===== config.mk =====
export PLATFORM = sky130hd
export DESIGN_NAME = pwm_high_time_period_capture_core_flat
export DESIGN_NICKNAME = d
export VERILOG_FILES = /design/src/hdl/pwmcap_pkg.sv /design/src/hdl/pwmcap_sample_if.sv /design/src/hdl/pwmcap_result_if.sv /design/src/hdl/pwmcap_meas.sv /design/src/hdl/pwm_high_time_period_capture_core.sv /design/src/flat_wrapper.sv
export SDC_FILE = /design/constraint.sdc
export NUM_CORES = 1
export LEC_CHECK = 0
export ABC_AREA = 0
export BUFFER_PORTS_ARGS = -buffer_cell sky130_fd_sc_hd__buf_2
export CORE_UTILIZATION = 60
export CTS_CLUSTER_DIAMETER = 120
export DETAILED_ROUTE_END_ITERATION = 8
export HOLD_SLACK_MARGIN = 0.03
export PLACE_DENSITY = 0.77
export SYNTH_ARGS = -nofsm -noshare
export SYNTH_HDL_FRONTEND = slang
export SYNTH_HIERARCHICAL = 1
export SYNTH_SLANG_ARGS = --single-unit

===== constraint.sdc =====
create_clock -name clk_i -period 27.9 [get_ports clk_i]
set_input_delay 5.58 -clock clk_i [delete_from_list [all_inputs] [get_ports clk_i]]
set_output_delay 5.58 -clock clk_i [all_outputs]
set_load 0.1 [all_outputs]

===== src/hdl/pwmcap_pkg.sv =====
// Package for the PWM high-time and period capture block.
// Holds the phase, outcome and register index codes and the result record.
// No dependencies.
package pwmcap_pkg;

  // Fixed field widths of the external ports
  localparam int unsigned DATA_W    = 32;
  localparam int unsigned CODE_W    = 3;
  localparam int unsigned CFG_IDX_W = 2;

  // Configuration register indexes
  localparam logic [CFG_IDX_W-1:0] CFG_START_DELAY = 2'd0;
  localparam logic [CFG_IDX_W-1:0] CFG_INTERVAL    = 2'd1;
  localparam logic [CFG_IDX_W-1:0] CFG_INIT_PERIOD = 2'd2;

  // Measurement phases
  localparam logic [2:0] PH_START    = 3'd0;
  localparam logic [2:0] PH_LOW      = 3'd1;
  localparam logic [2:0] PH_RISE     = 3'd2;
  localparam logic [2:0] PH_FALL     = 3'd3;
  localparam logic [2:0] PH_RISE2    = 3'd4;
  localparam logic [2:0] PH_INTERVAL = 3'd5;

  // Outcome codes
  localparam logic [CODE_W-1:0] OUT_FULL        = 3'd0;
  localparam logic [CODE_W-1:0] OUT_NEVER_LOW   = 3'd1;
  localparam logic [CODE_W-1:0] OUT_NEVER_HIGH  = 3'd2;
  localparam logic [CODE_W-1:0] OUT_NO_LOW2     = 3'd3;
  localparam logic [CODE_W-1:0] OUT_NO_HIGH2    = 3'd4;

  // One measurement result
  typedef struct packed {
    logic [DATA_W-1:0] high_time;
    logic [DATA_W-1:0] period_ticks;
    logic [CODE_W-1:0] outcome;
  } result_t;

endpackage


===== src/hdl/pwmcap_sample_if.sv =====
// Valid/ready channel carrying one sampled pin level per request.
// No dependencies.
interface pwmcap_sample_if;
  logic valid;
  logic ready;
  logic pin_level;

  modport source (output valid, output pin_level, input ready);
  modport sink   (input valid, input pin_level, output ready);
endinterface


===== src/hdl/pwmcap_result_if.sv =====
// Valid/ready channel carrying one measurement result per request.
// Depends on pwmcap_pkg for the field widths.
interface pwmcap_result_if;
  import pwmcap_pkg::*;

  logic              valid;
  logic              ready;
  logic [DATA_W-1:0] high_time;
  logic [DATA_W-1:0] period_ticks;
  logic [CODE_W-1:0] outcome;

  modport source (output valid, output high_time, output period_ticks, output outcome,
                  input ready);
  modport sink   (input valid, input high_time, input period_ticks, input outcome,
                  output ready);
endinterface


===== src/hdl/pwmcap_meas.sv =====
// Measurement state machine: schedule counters, edge tracking, deadline check
// and period estimate. Handles one sample per enabled cycle.
// Depends on pwmcap_pkg.
module pwmcap_meas #(
  parameter int unsigned TICK_WIDTH = 32
) (
  input  logic                                clk_i,
  input  logic                                rst_ni,
  input  logic                                step_i,
  input  logic                                pin_i,
  input  logic                                cfg_we_i,
  input  logic [pwmcap_pkg::CFG_IDX_W-1:0]    cfg_idx_i,
  input  logic [pwmcap_pkg::DATA_W-1:0]       cfg_data_i,
  output logic                                res_valid_o,
  output pwmcap_pkg::result_t                 res_o
);
  import pwmcap_pkg::*;

  localparam int unsigned E10_W = TICK_WIDTH + 4;  // holds 10 * elapsed
  localparam int unsigned L17_W = TICK_WIDTH + 5;  // holds 17 * period
  localparam logic [TICK_WIDTH-1:0] TMAX = '1;
  localparam logic [E10_W-1:0]      TEN  = E10_W'(10);

  logic [2:0]            phase_q, phase_d;
  logic [DATA_W-1:0]     wait_q, wait_d;
  logic [DATA_W-1:0]     delay_q, delay_d;
  logic [DATA_W-1:0]     interval_q, interval_d;
  logic [TICK_WIDTH-1:0] elapsed_q, elapsed_d;
  logic [E10_W-1:0]      e10_q, e10_d;
  logic [L17_W-1:0]      lim17_q, lim17_d;
  logic [TICK_WIDTH-1:0] rise_q, rise_d;
  logic [TICK_WIDTH-1:0] fall_q, fall_d;
  logic [TICK_WIDTH-1:0] period_q, period_d;

  logic                  waiting, starting, timeout;
  logic [DATA_W-1:0]     limit;
  logic [2:0]            cur_phase;
  logic [TICK_WIDTH-1:0] t, rise_c, fall_c, diff, period_step;
  logic [E10_W-1:0]      t10;
  logic [L17_W-1:0]      lim_c;

  // Deadline test: t > floor(17p/10) is the same as 17p < 10t
  always_comb begin
    waiting   = (phase_q == PH_START) || (phase_q == PH_INTERVAL);
    limit     = (phase_q == PH_START) ? delay_q : interval_q;
    starting  = waiting && !(wait_q < limit);
    cur_phase = starting ? PH_LOW : phase_q;
    t         = starting ? '0 : elapsed_q;
    t10       = starting ? '0 : e10_q;
    rise_c    = starting ? '0 : rise_q;
    fall_c    = starting ? '0 : fall_q;
    lim_c     = starting ? (L17_W'({period_q, 4'b0000}) + L17_W'(period_q)) : lim17_q;
    timeout   = (lim_c < {1'b0, t10}) || (t == TMAX);
    diff      = fall_c - rise_c;
  end

  // Per-sample step, then configuration writes
  always_comb begin
    phase_d     = phase_q;
    wait_d      = wait_q;
    delay_d     = delay_q;
    interval_d  = interval_q;
    elapsed_d   = elapsed_q;
    e10_d       = e10_q;
    lim17_d     = lim17_q;
    rise_d      = rise_q;
    fall_d      = fall_q;
    period_step = period_q;
    res_valid_o = 1'b0;
    res_o       = '0;

    if (step_i) begin
      if (waiting && !starting) begin
        wait_d = wait_q + 1'b1;
      end else begin
        phase_d   = cur_phase;
        elapsed_d = t;
        e10_d     = t10;
        lim17_d   = lim_c;
        rise_d    = rise_c;
        fall_d    = fall_c;
        if (timeout) begin
          res_valid_o = 1'b1;
          phase_d     = PH_INTERVAL;
          wait_d      = '0;
          case (cur_phase)
            PH_LOW: begin
              res_o.high_time = DATA_W'(period_q);
              res_o.outcome   = OUT_NEVER_LOW;
            end
            PH_RISE: begin
              res_o.high_time = '0;
              res_o.outcome   = OUT_NEVER_HIGH;
            end
            PH_FALL: begin
              res_o.high_time = DATA_W'(period_q);
              res_o.outcome   = OUT_NO_LOW2;
            end
            default: begin
              res_o.high_time = DATA_W'(diff);
              res_o.outcome   = OUT_NO_HIGH2;
            end
          endcase
        end else begin
          elapsed_d = t + 1'b1;
          e10_d     = t10 + TEN;
          case (cur_phase)
            PH_LOW: begin
              if (!pin_i) phase_d = PH_RISE;
            end
            PH_RISE: begin
              if (pin_i) begin
                rise_d  = t;
                phase_d = PH_FALL;
              end
            end
            PH_FALL: begin
              if (!pin_i) begin
                fall_d  = t;
                phase_d = PH_RISE2;
              end
            end
            default: begin
              // second rising edge closes a full measurement
              if (pin_i) begin
                period_step     = t - rise_c;
                res_valid_o     = 1'b1;
                res_o.high_time = DATA_W'(diff);
                res_o.outcome   = OUT_FULL;
                phase_d         = PH_INTERVAL;
                wait_d          = '0;
              end
            end
          endcase
        end
      end
    end
    res_o.period_ticks = DATA_W'(period_step);

    period_d = period_step;
    if (cfg_we_i) begin
      case (cfg_idx_i)
        CFG_START_DELAY: begin
          delay_d = cfg_data_i;
          phase_d = PH_START;
          wait_d  = '0;
        end
        CFG_INTERVAL:    interval_d = cfg_data_i;
        CFG_INIT_PERIOD: period_d   = TICK_WIDTH'(cfg_data_i);
        default: ;
      endcase
    end
  end

  // State registers
  always_ff @(posedge clk_i or negedge rst_ni) begin
    if (!rst_ni) begin
      phase_q    <= PH_START;
      wait_q     <= '0;
      delay_q    <= '0;
      interval_q <= '0;
      elapsed_q  <= '0;
      e10_q      <= '0;
      lim17_q    <= '0;
      rise_q     <= '0;
      fall_q     <= '0;
      period_q   <= '0;
    end else begin
      phase_q    <= phase_d;
      wait_q     <= wait_d;
      delay_q    <= delay_d;
      interval_q <= interval_d;
      elapsed_q  <= elapsed_d;
      e10_q      <= e10_d;
      lim17_q    <= lim17_d;
      rise_q     <= rise_d;
      fall_q     <= fall_d;
      period_q   <= period_d;
    end
  end

`ifndef ASSERT_OFF
  // the scaled tick count tracks the plain one
  a_e10_track: assert property (@(posedge clk_i) disable iff (!rst_ni)
    e10_q == ((E10_W'(elapsed_q) << 3) + (E10_W'(elapsed_q) << 1)))
    else $error("scaled elapsed count out of step");

  // a recorded rise lies in the past of the running measurement
  a_rise_past: assert property (@(posedge clk_i) disable iff (!rst_ni)
    (phase_q == PH_FALL || phase_q == PH_RISE2) |-> (rise_q < elapsed_q))
    else $error("rise time not before elapsed count");

  // the fall follows the rise
  a_fall_after_rise: assert property (@(posedge clk_i) disable iff (!rst_ni)
    (phase_q == PH_RISE2) |-> (fall_q > rise_q))
    else $error("fall time not after rise time");

  // every result restarts the interval wait
  a_result_rearms: assert property (@(posedge clk_i) disable iff (!rst_ni)
    (res_valid_o && !cfg_we_i) |=> (phase_q == PH_INTERVAL && wait_q == '0))
    else $error("result did not re-arm the interval wait");
`endif

endmodule


===== src/hdl/pwm_high_time_period_capture_core.sv =====
// Top level of the PWM high-time and period capture block.
// Depends on pwmcap_pkg, pwmcap_sample_if, pwmcap_result_if and pwmcap_meas.
//
// Usage: one pin sample per request arrives on the sample channel, normally
// one per timer tick. After start_delay samples, and again interval_ticks
// samples after each result, a measurement runs: it waits for low, a rising
// edge, a falling edge and the next rising edge within 1.7 times the period
// estimate. Each measurement yields one request on the result channel with
// the high time, the period estimate and an outcome code.
// The closing sample is registered in the input register, then processed into
// the result register, which drives the result channel; a stall on the result
// side can hold the sample in the input register between the two.
// Throughput: one sample per cycle while the result side takes its requests.
// Stall: a result waits in the output register; one more sample may enter the
// input register, after which sample ready drops until the result is taken.
// Reset: asynchronous; valid flags and measurement state clear, period
// estimate zero, schedule in the start wait.
// Configuration writes are taken at any edge with cfg_we_i high; index 0
// restarts the schedule, index 2 loads the period estimate.
module pwm_high_time_period_capture_core #(
  parameter int unsigned TICK_WIDTH = 32
) (
  input  logic                             clk_i,
  input  logic                             rst_ni,
  pwmcap_sample_if.sink                    sample_i,
  pwmcap_result_if.source                  result_o,
  input  logic                             cfg_we_i,
  input  logic [pwmcap_pkg::CFG_IDX_W-1:0] cfg_idx_i,
  input  logic [pwmcap_pkg::DATA_W-1:0]    cfg_data_i
);
  import pwmcap_pkg::*;

  logic    s1_valid_q, s1_pin_q;
  logic    out_valid_q;
  result_t out_q;
  logic    advance, step, res_valid;
  result_t res;

  // Output slot free or being emptied this cycle
  assign advance         = !out_valid_q || result_o.ready;
  assign step            = s1_valid_q && advance;
  assign sample_i.ready  = !s1_valid_q || advance;

  // Input register
  always_ff @(posedge clk_i or negedge rst_ni) begin
    if (!rst_ni) begin
      s1_valid_q <= 1'b0;
    end else if (sample_i.valid && sample_i.ready) begin
      s1_valid_q <= 1'b1;
    end else if (advance) begin
      s1_valid_q <= 1'b0;
    end
  end

  always_ff @(posedge clk_i) begin
    if (sample_i.valid && sample_i.ready) begin
      s1_pin_q <= sample_i.pin_level;
    end
  end

  pwmcap_meas #(
    .TICK_WIDTH (TICK_WIDTH)
  ) u_meas (
    .clk_i       (clk_i),
    .rst_ni      (rst_ni),
    .step_i      (step),
    .pin_i       (s1_pin_q),
    .cfg_we_i    (cfg_we_i),
    .cfg_idx_i   (cfg_idx_i),
    .cfg_data_i  (cfg_data_i),
    .res_valid_o (res_valid),
    .res_o       (res)
  );

  // Result register
  always_ff @(posedge clk_i or negedge rst_ni) begin
    if (!rst_ni) begin
      out_valid_q <= 1'b0;
    end else if (advance) begin
      out_valid_q <= step && res_valid;
    end
  end

  always_ff @(posedge clk_i) begin
    if (step && res_valid) begin
      out_q <= res;
    end
  end

  assign result_o.valid        = out_valid_q;
  assign result_o.high_time    = out_q.high_time;
  assign result_o.period_ticks = out_q.period_ticks;
  assign result_o.outcome      = out_q.outcome;

endmodule


===== src/flat_wrapper.sv =====
// flat-port wrapper written by rule: the top's interface ports become plain ports
module pwm_high_time_period_capture_core_flat import pwmcap_pkg::*;
#(
  parameter int unsigned TICK_WIDTH = 32
)
  (clk_i, rst_ni, cfg_we_i, cfg_idx_i, cfg_data_i, sample_i_valid, sample_i_pin_level, sample_i_ready, result_o_valid, result_o_high_time, result_o_period_ticks, result_o_outcome, result_o_ready);
  pwmcap_sample_if sample_i_i ();
  pwmcap_result_if result_o_i ();
  input  logic clk_i;
  input  logic rst_ni;
  input  logic cfg_we_i;
  input  logic [pwmcap_pkg::CFG_IDX_W-1:0] cfg_idx_i;
  input  logic [pwmcap_pkg::DATA_W-1:0] cfg_data_i;
  input wire logic [$bits(sample_i_i.valid)-1:0] sample_i_valid;
  input wire logic [$bits(sample_i_i.pin_level)-1:0] sample_i_pin_level;
  output wire logic [$bits(sample_i_i.ready)-1:0] sample_i_ready;
  output wire logic [$bits(result_o_i.valid)-1:0] result_o_valid;
  output wire logic [$bits(result_o_i.high_time)-1:0] result_o_high_time;
  output wire logic [$bits(result_o_i.period_ticks)-1:0] result_o_period_ticks;
  output wire logic [$bits(result_o_i.outcome)-1:0] result_o_outcome;
  input wire logic [$bits(result_o_i.ready)-1:0] result_o_ready;
  assign sample_i_i.valid = sample_i_valid;
  assign sample_i_i.pin_level = sample_i_pin_level;
  assign sample_i_ready = sample_i_i.ready;
  assign result_o_valid = result_o_i.valid;
  assign result_o_high_time = result_o_i.high_time;
  assign result_o_period_ticks = result_o_i.period_ticks;
  assign result_o_outcome = result_o_i.outcome;
  assign result_o_i.ready = result_o_ready;
  pwm_high_time_period_capture_core #(.TICK_WIDTH(TICK_WIDTH)) u_core (.clk_i(clk_i), .rst_ni(rst_ni), .sample_i(sample_i_i), .result_o(result_o_i), .cfg_we_i(cfg_we_i), .cfg_idx_i(cfg_idx_i), .cfg_data_i(cfg_data_i));
endmodule

Yosys cells after proc, flatten, opt, wreduce, memory -nomap -nowiden
Index checks and enable logic that the tools add are counted.
{"block": "totals", "register_bits": 370, "wordCells": 108}
{"block": "classes", "n_bitwise": 3, "eq_ne": 7, "order_cmp": 2, "add_sub_neg": 6, "n_reduce_logical": 23, "n_mux": 51}
{"operator": "32-bit two-way mux", "n": 28}
{"operator": "36-bit two-way mux", "n": 2}
{"operator": "32-bit by 1-bit adder with 32-bit output, second input constant", "n": 2}
{"operator": "32-bit one-hot mux with 2 select lines", "n": 1}
{"operator": "32-bit subtractor", "n": 2}
{"operator": "36-bit by 32-bit adder with 37-bit output", "n": 1}
{"operator": "37-bit by 36-bit less-than comparator with 1-bit output", "n": 1}
{"operator": "37-bit two-way mux", "n": 1}
{"operator": "36-bit by 4-bit adder with 36-bit output, second input constant", "n": 1}
{"operator": "32-bit == test, second input constant", "n": 1}
{"operator": "32-bit less-than comparator", "n": 1}
{"operator": "3-bit two-way mux", "n": 10}
{"operator": "3-bit one-hot mux with 3 select lines", "n": 2}
{"operator": "1-bit two-way mux", "n": 7}
{"operator": "3-bit by 2-bit == test with 1-bit output, second input constant", "n": 2}
{"operator": "2-bit AND reduction", "n": 3}
{"operator": "3-bit OR reduction", "n": 2}
{"operator": "1-bit logical AND", "n": 5}
{"operator": "1-bit zero test", "n": 4}
{"operator": "1-bit logical OR", "n": 4}
{"operator": "2-bit OR reduction", "n": 2}
{"operator": "3-bit by 1-bit == test with 1-bit output, second input constant", "n": 1}
{"operator": "3-bit == test, second input constant", "n": 1}
{"operator": "3-bit zero test", "n": 1}
{"operator": "other kinds (5)", "n": 7}

Logic depth before layout (Yosys ltp)
{"block": "logic_depth", "ltp_word": 14, "mapped_depth": 30, "mapped_depth_nobuf": 28}

Hierarchy
Netlist, hierarchy kept.
{"module": "pwmcap_meas", "cells_each": 2401, "n_inst": 1, "area_each_um2": 20915.1, "seq_area_each_um2": 7507.2}
{"module": "pwm_high_time_period_capture_core", "cells_each": 78, "n_inst": 1, "area_each_um2": 2153.3, "seq_area_each_um2": 2092.0}

Worst setup path before layout
No wires, ideal clock.
{"block": "synth_timing", "path_kind": "input-to-output", "from": "input result_o_ready", "to": "output sample_i_ready", "t_arrival_ns": 5.932, "path_buffers": 0, "path_slack_ns": 16.388, "path_stages": 1, "cell_sequence": "nand3b_4"}
{"block": "synth_via", "elab_chain_len": 2}
{"item": "start: declaration", "line": "flat_wrapper.sv:21", "text": "input wire logic [$bits(result_o_i.ready)-1:0] result_o_ready;"}
{"item": "1-bit logical OR", "line": "pwm_high_time_period_capture_core.sv:40", "text": "assign advance = !out_valid_q || result_o.ready;"}
{"item": "1-bit logical OR", "line": "pwm_high_time_period_capture_core.sv:42", "text": "assign sample_i.ready = !s1_valid_q || advance;"}
{"item": "end: declaration", "line": "flat_wrapper.sv:16", "text": "output wire logic [$bits(sample_i_i.ready)-1:0] sample_i_ready;"}
Every way passes these cells.

Worst setup path in the final report
Ends and elaborated chain as after synthesis.

==> flow_metrics.py <==
metrics = {
    "outcome": {
        "status": "finished clean",
    },
    "detailed_routing": {
        "wl_per_cell_um": 21.12,
        "remaining_drc_errors": 0,
        "wl_on_met1_um": 27160,
        "vias_per_cell": 6.427,
        "drt-total-wl_um": 65200,
        "num_vias": 19840,
        "detailroute.wirelength.met2_um": 30080,
        "ant_nets": 0,
        "dr.first_iter.drc_count": 1753,
        "wl_met3_um": 5620,
        "top_layer": "met5",
        "first_pass_iters": 5,
    },
    "logic_synthesis": {
        "ys_types": 73,
        "postSynthAreaPerCell_um2": 9.306,
        "ys_seq_area_share_pct": 41.61,
        "synthesis.instances": 2479,
        "synth.net_count": 2680,
        "yosys_register_bits": 370,
        "synth_enable_flop_cells": 68,
        "synth_area_mm2": 0.02307,
        "dominantRegCellSynth": "sky130_fd_sc_hd__dfrtp_1",
        "async_flop_share_pct": 81.62,
        "count_of_yosys_warnings_during_synthesis": 6,
    },
    "global_routing": {
        "grt_start_max_net_pins": 99,
        "grt.overflow.total": 0,
        "grt_pass1_wl_um": 103700,
        "first_global_vias": 19340,
        "grt.total_usage_pct": 33.97,
        "number_of_antenna_violations_at_the_first_check_in_global_routing": 3,
    },
    "timing": {
        "period_needed_ns": 11.80,
        "totalNegativeSetupSlack_ns": 0,
        "clock_skew_ns": 0.01379,
        "fin_worst_hold_slack_ns": 0.4696,
        "worst_pin_slew_ns": 1.291,
        "slew_headroom_pct": 13.73,
        "setup_viol": 0,
        "hold_violations": 0,
        "achievable-frequency_mhz": 84.77,
        "rsz_0062_raised_after_global_routing": "no",
        "slew_viol_final": 0,
        "layout_worst_path_cycle_share_pct": 42.28,
    },
    "worst_setup_path": {
        "critical-path-top-cell-by-count": "sky130_fd_sc_hd__buf_2",
        "setup.worst_path.end_class": "primary output",
        "worst_path_largest_cell_delay_ns": 0.43,
        "criticalPathCategory": "input port to primary output",
        "worstPathBufferInverterCount": 2,
        "crit_fanout": 3,
        "crit_path_top_delay_cell": "sky130_fd_sc_hd__buf_2",
        "startpoint_type": "input port",
        "path_cells": "buf_2 -> nand3b_4 -> buf_2",
        "cpLargestDelayFamily": "buffers and inverters",
        "worst-endpoint-arrival_ns": 6.22,
        "cp_data_required_time_ns": 22.32,
    },
    "floorplan": {
        "die_width_um": 198.1,
        "fp-row-count": 71,
        "core_area_mm2": 0.03776,
        "top_level_ports": 109,
        "die_y_extent_um": 198.1,
        "die-area_mm2": 0.03924,
        "floorplan.initialDensity_pct": 61.10,
    },
    "clock_network": {
        "ctsRootBufferMaster": "sky130_fd_sc_hd__clkbuf_16",
        "postCtsSetupBuffers": 0,
        "cts.htree.levels": 2,
        "cts-buffers-inserted": 42,
        "tritoncts": "done",
        "cts-hold-fix-buffers": 0,
        "post_cts.resized_instances": 0,
        "cts.clk_slew.worst_paths_ns": 0.05,
        "clock-sinks": 370,
        "clock_insertion_delay_worst_skew_ns": 0.57,
        "cts_buffer_depth": 3,
    },
    "placed_design": {
        "placedInstanceArea_mm2": 0.02409,
        "place.gp.congestion": 0.9634,
        "number_of_buffers_inserted_by_port_buffering": 108,
        "hpwl_um": 45500,
    },
    "final_layout": {
        "finish.instance_area_mm2": 0.02551,
        "max_ffs_per_register": 37,
        "registers.top_by_ff_count": "u_core/u_meas/lim17_q",
        "top_regs": "u_core/u_meas/lim17_q (37), u_core/u_meas/e10_q (36)",
        "area_growth_pct": 10.60,
        "nets": 2742,
        "final_layout_size_suffix_gt1_share_pct": 12.23,
    },
    "hold_path": {
        "min_path_type": "register to register",
    },
    "power_and_ir_drop": {
        "p_leak_nw": 11.33,
        "power_density_mw_per_mm2": 117.6,
        "ir_worst_vdd_uv": 102.5,
    },
    "job": {
        "max_cap_viols": 0,
    },
}
logic make-up after synthesis:
kind of cell | count (synthesis) | synth area share [%]
buf+inv | 159 | 2.674
fa+ha+maj | 161 | 8.830
mux | 138 | 6.519
xor+xnor | 138 | 5.239
flops | 370 | 41.61
simple gates | 961 | 19.22
compound gates | 552 | 15.91
cells in the final DEF, fill, tap and decap left out, drive strengths merged, types with 64 or more instances in the layout:
master / count
nand3: 75
a22o: 64
dfrtp: 302
xnor2: 89
o21ai: 133
nand2: 459
ha: 158
buf: 136
nor2: 135
edfxtp: 68
a21oi: 111
mux2: 98
and2: 67
through the flow:
step                      total power, mW  setup WS, ns  util [%]  cells
after floorplan                     1.974         16.39         -   2479
after global placement              2.346         16.11     63.80   3008
after detailed placement            2.390         16.10     63.80   3008
after CTS                           2.977         16.10     67.57   3086
after global routing                3.176         16.08     67.57   3086
final                               3.001         16.10     67.58   3087
area by class of cell:
class / instances / area (µm²)
Multi-Input combinational cell: 1950 / 12930
Fill cell: 2951 / 12240
Sequential cell: 370 / 9599
Clock buffer: 61 / 1236
Timing Repair Buffer: 136 / 760.7
Tap cell: 511 / 639.4
Clock inverter: 17 / 188.9
Inverter: 41 / 153.9
Antenna cell: 1 / 2.502
routing by layer:
layer  vias to the layer above  global-route usage (%)
li1                       9080                       -
met1                      9685                   45.90
met2                       898                   54.23
met3                       172                   6.541
met4                         4                   12.63
met5                         -                       0
worst register-to-register path: stages (launching register included):
cell                        delay, ns
sky130_fd_sc_hd__dfrtp_1         0.55
sky130_fd_sc_hd__nor3_4          0.23
sky130_fd_sc_hd__buf_4           0.50
sky130_fd_sc_hd__mux2i_1         0.31
sky130_fd_sc_hd__ha_1            0.27
sky130_fd_sc_hd__a21oi_1         0.21
sky130_fd_sc_hd__o21ai_0         0.12
sky130_fd_sc_hd__a2111oi_0       0.55
sky130_fd_sc_hd__a211oi_2        0.30
sky130_fd_sc_hd__o21ai_4         0.21
sky130_fd_sc_hd__buf_4           0.38
sky130_fd_sc_hd__buf_4           0.79
sky130_fd_sc_hd__nand2_1         0.24
sky130_fd_sc_hd__ha_1            0.25
sky130_fd_sc_hd__a2111oi_0       0.42
sky130_fd_sc_hd__o21ai_0         0.19
sky130_fd_sc_hd__a221oi_1        0.38
sky130_fd_sc_hd__o41ai_1         0.17
sky130_fd_sc_hd__a21oi_1         0.25
sky130_fd_sc_hd__nor3_1          0.08
sky130_fd_sc_hd__o31ai_1         0.11
sky130_fd_sc_hd__o21ai_2         0.20
sky130_fd_sc_hd__nor2_1          0.75
sky130_fd_sc_hd__o21ai_2         0.12
sky130_fd_sc_hd__inv_1           0.28
sky130_fd_sc_hd__nand2_1         0.17
sky130_fd_sc_hd__nor2b_4         0.13
sky130_fd_sc_hd__buf_4           0.74
power breakdown:
part           total (mW)  switching, mW  internal [mW]
combinational        1.62           1.06          0.557
clock               0.573          0.228          0.345
sequential          0.811          0.122          0.689
final timing paths:
kind | startpoint | to | slack (ns) | cells after the start
setup / recovery | result_o_ready | sample_i_ready | 16.10 | 3
hold / removal | u_core/u_meas/lim17_q[0]$_DFFE_PN0P_ | u_core/u_meas/lim17_q[0]$_DFFE_PN0P_ | 0.47 | 2
setup reg to reg | u_core/u_meas/phase_q[1]$_DFF_PN0_ | u_core/result_o.high_time[21]$_DFFE_PP_ | 18.57 | 27
hold reg to reg | u_core/u_meas/lim17_q[0]$_DFFE_PN0P_ | u_core/u_meas/lim17_q[0]$_DFFE_PN0P_ | 0.47 | 2
max in group asynchronous | rst_ni | u_core/u_meas/delay_q[24]$_DFFE_PN0P_ | 20.40 | 3
min in group asynchronous | rst_ni | u_core/u_meas/rise_q[4]$_DFFE_PN0P_ | 5.00 | 1
cell usage after synthesis (12+ instances only):
| master | n | area share, % |
|---|---|---|
| sky130_fd_sc_hd__nor3_1 | 54 | 1.2 |
| sky130_fd_sc_hd__nand2_1 | 459 | 7.5 |
| sky130_fd_sc_hd__and3_1 | 27 | 0.73 |
| sky130_fd_sc_hd__a22o_1 | 64 | 2.4 |
| sky130_fd_sc_hd__xor2_1 | 49 | 1.9 |
| sky130_fd_sc_hd__buf_2 | 13 | 0.28 |
| sky130_fd_sc_hd__mux2_1 | 15 | 0.73 |
| sky130_fd_sc_hd__clkbuf_1 | 87 | 1.4 |
| sky130_fd_sc_hd__nor2b_1 | 14 | 0.38 |
| sky130_fd_sc_hd__a21o_1 | 47 | 1.5 |
| sky130_fd_sc_hd__nand3_1 | 75 | 1.6 |
| sky130_fd_sc_hd__a211oi_1 | 17 | 0.55 |
| sky130_fd_sc_hd__xnor2_1 | 89 | 3.4 |
| sky130_fd_sc_hd__nand4_1 | 32 | 0.87 |
| sky130_fd_sc_hd__o21bai_1 | 15 | 0.49 |
| sky130_fd_sc_hd__nor2_1 | 135 | 2.2 |
| sky130_fd_sc_hd__mux2i_1 | 40 | 1.7 |
| sky130_fd_sc_hd__o211ai_1 | 19 | 0.62 |
| sky130_fd_sc_hd__mux2_2 | 83 | 4.1 |
| sky130_fd_sc_hd__dfrtp_1 | 302 | 33 |
| sky130_fd_sc_hd__a21oi_1 | 111 | 2.4 |
| sky130_fd_sc_hd__o31ai_1 | 12 | 0.39 |
| sky130_fd_sc_hd__edfxtp_1 | 68 | 8.9 |
| sky130_fd_sc_hd__a22oi_1 | 33 | 1.1 |
| sky130_fd_sc_hd__and2_1 | 65 | 1.8 |
| sky130_fd_sc_hd__o21a_1 | 18 | 0.59 |
| sky130_fd_sc_hd__nand2b_1 | 20 | 0.54 |
| sky130_fd_sc_hd__inv_1 | 41 | 0.67 |
| sky130_fd_sc_hd__ha_1 | 158 | 8.6 |
| sky130_fd_sc_hd__o21ai_0 | 124 | 2.7 |
| sky130_fd_sc_hd__nor4_1 | 35 | 0.95 |
| sky130_fd_sc_hd__a31oi_1 | 30 | 0.81 |
| sky130_fd_sc_hd__buf_1 | 17 | 0.28 |
No activity file was read; power rests on OpenSTA's default activity.
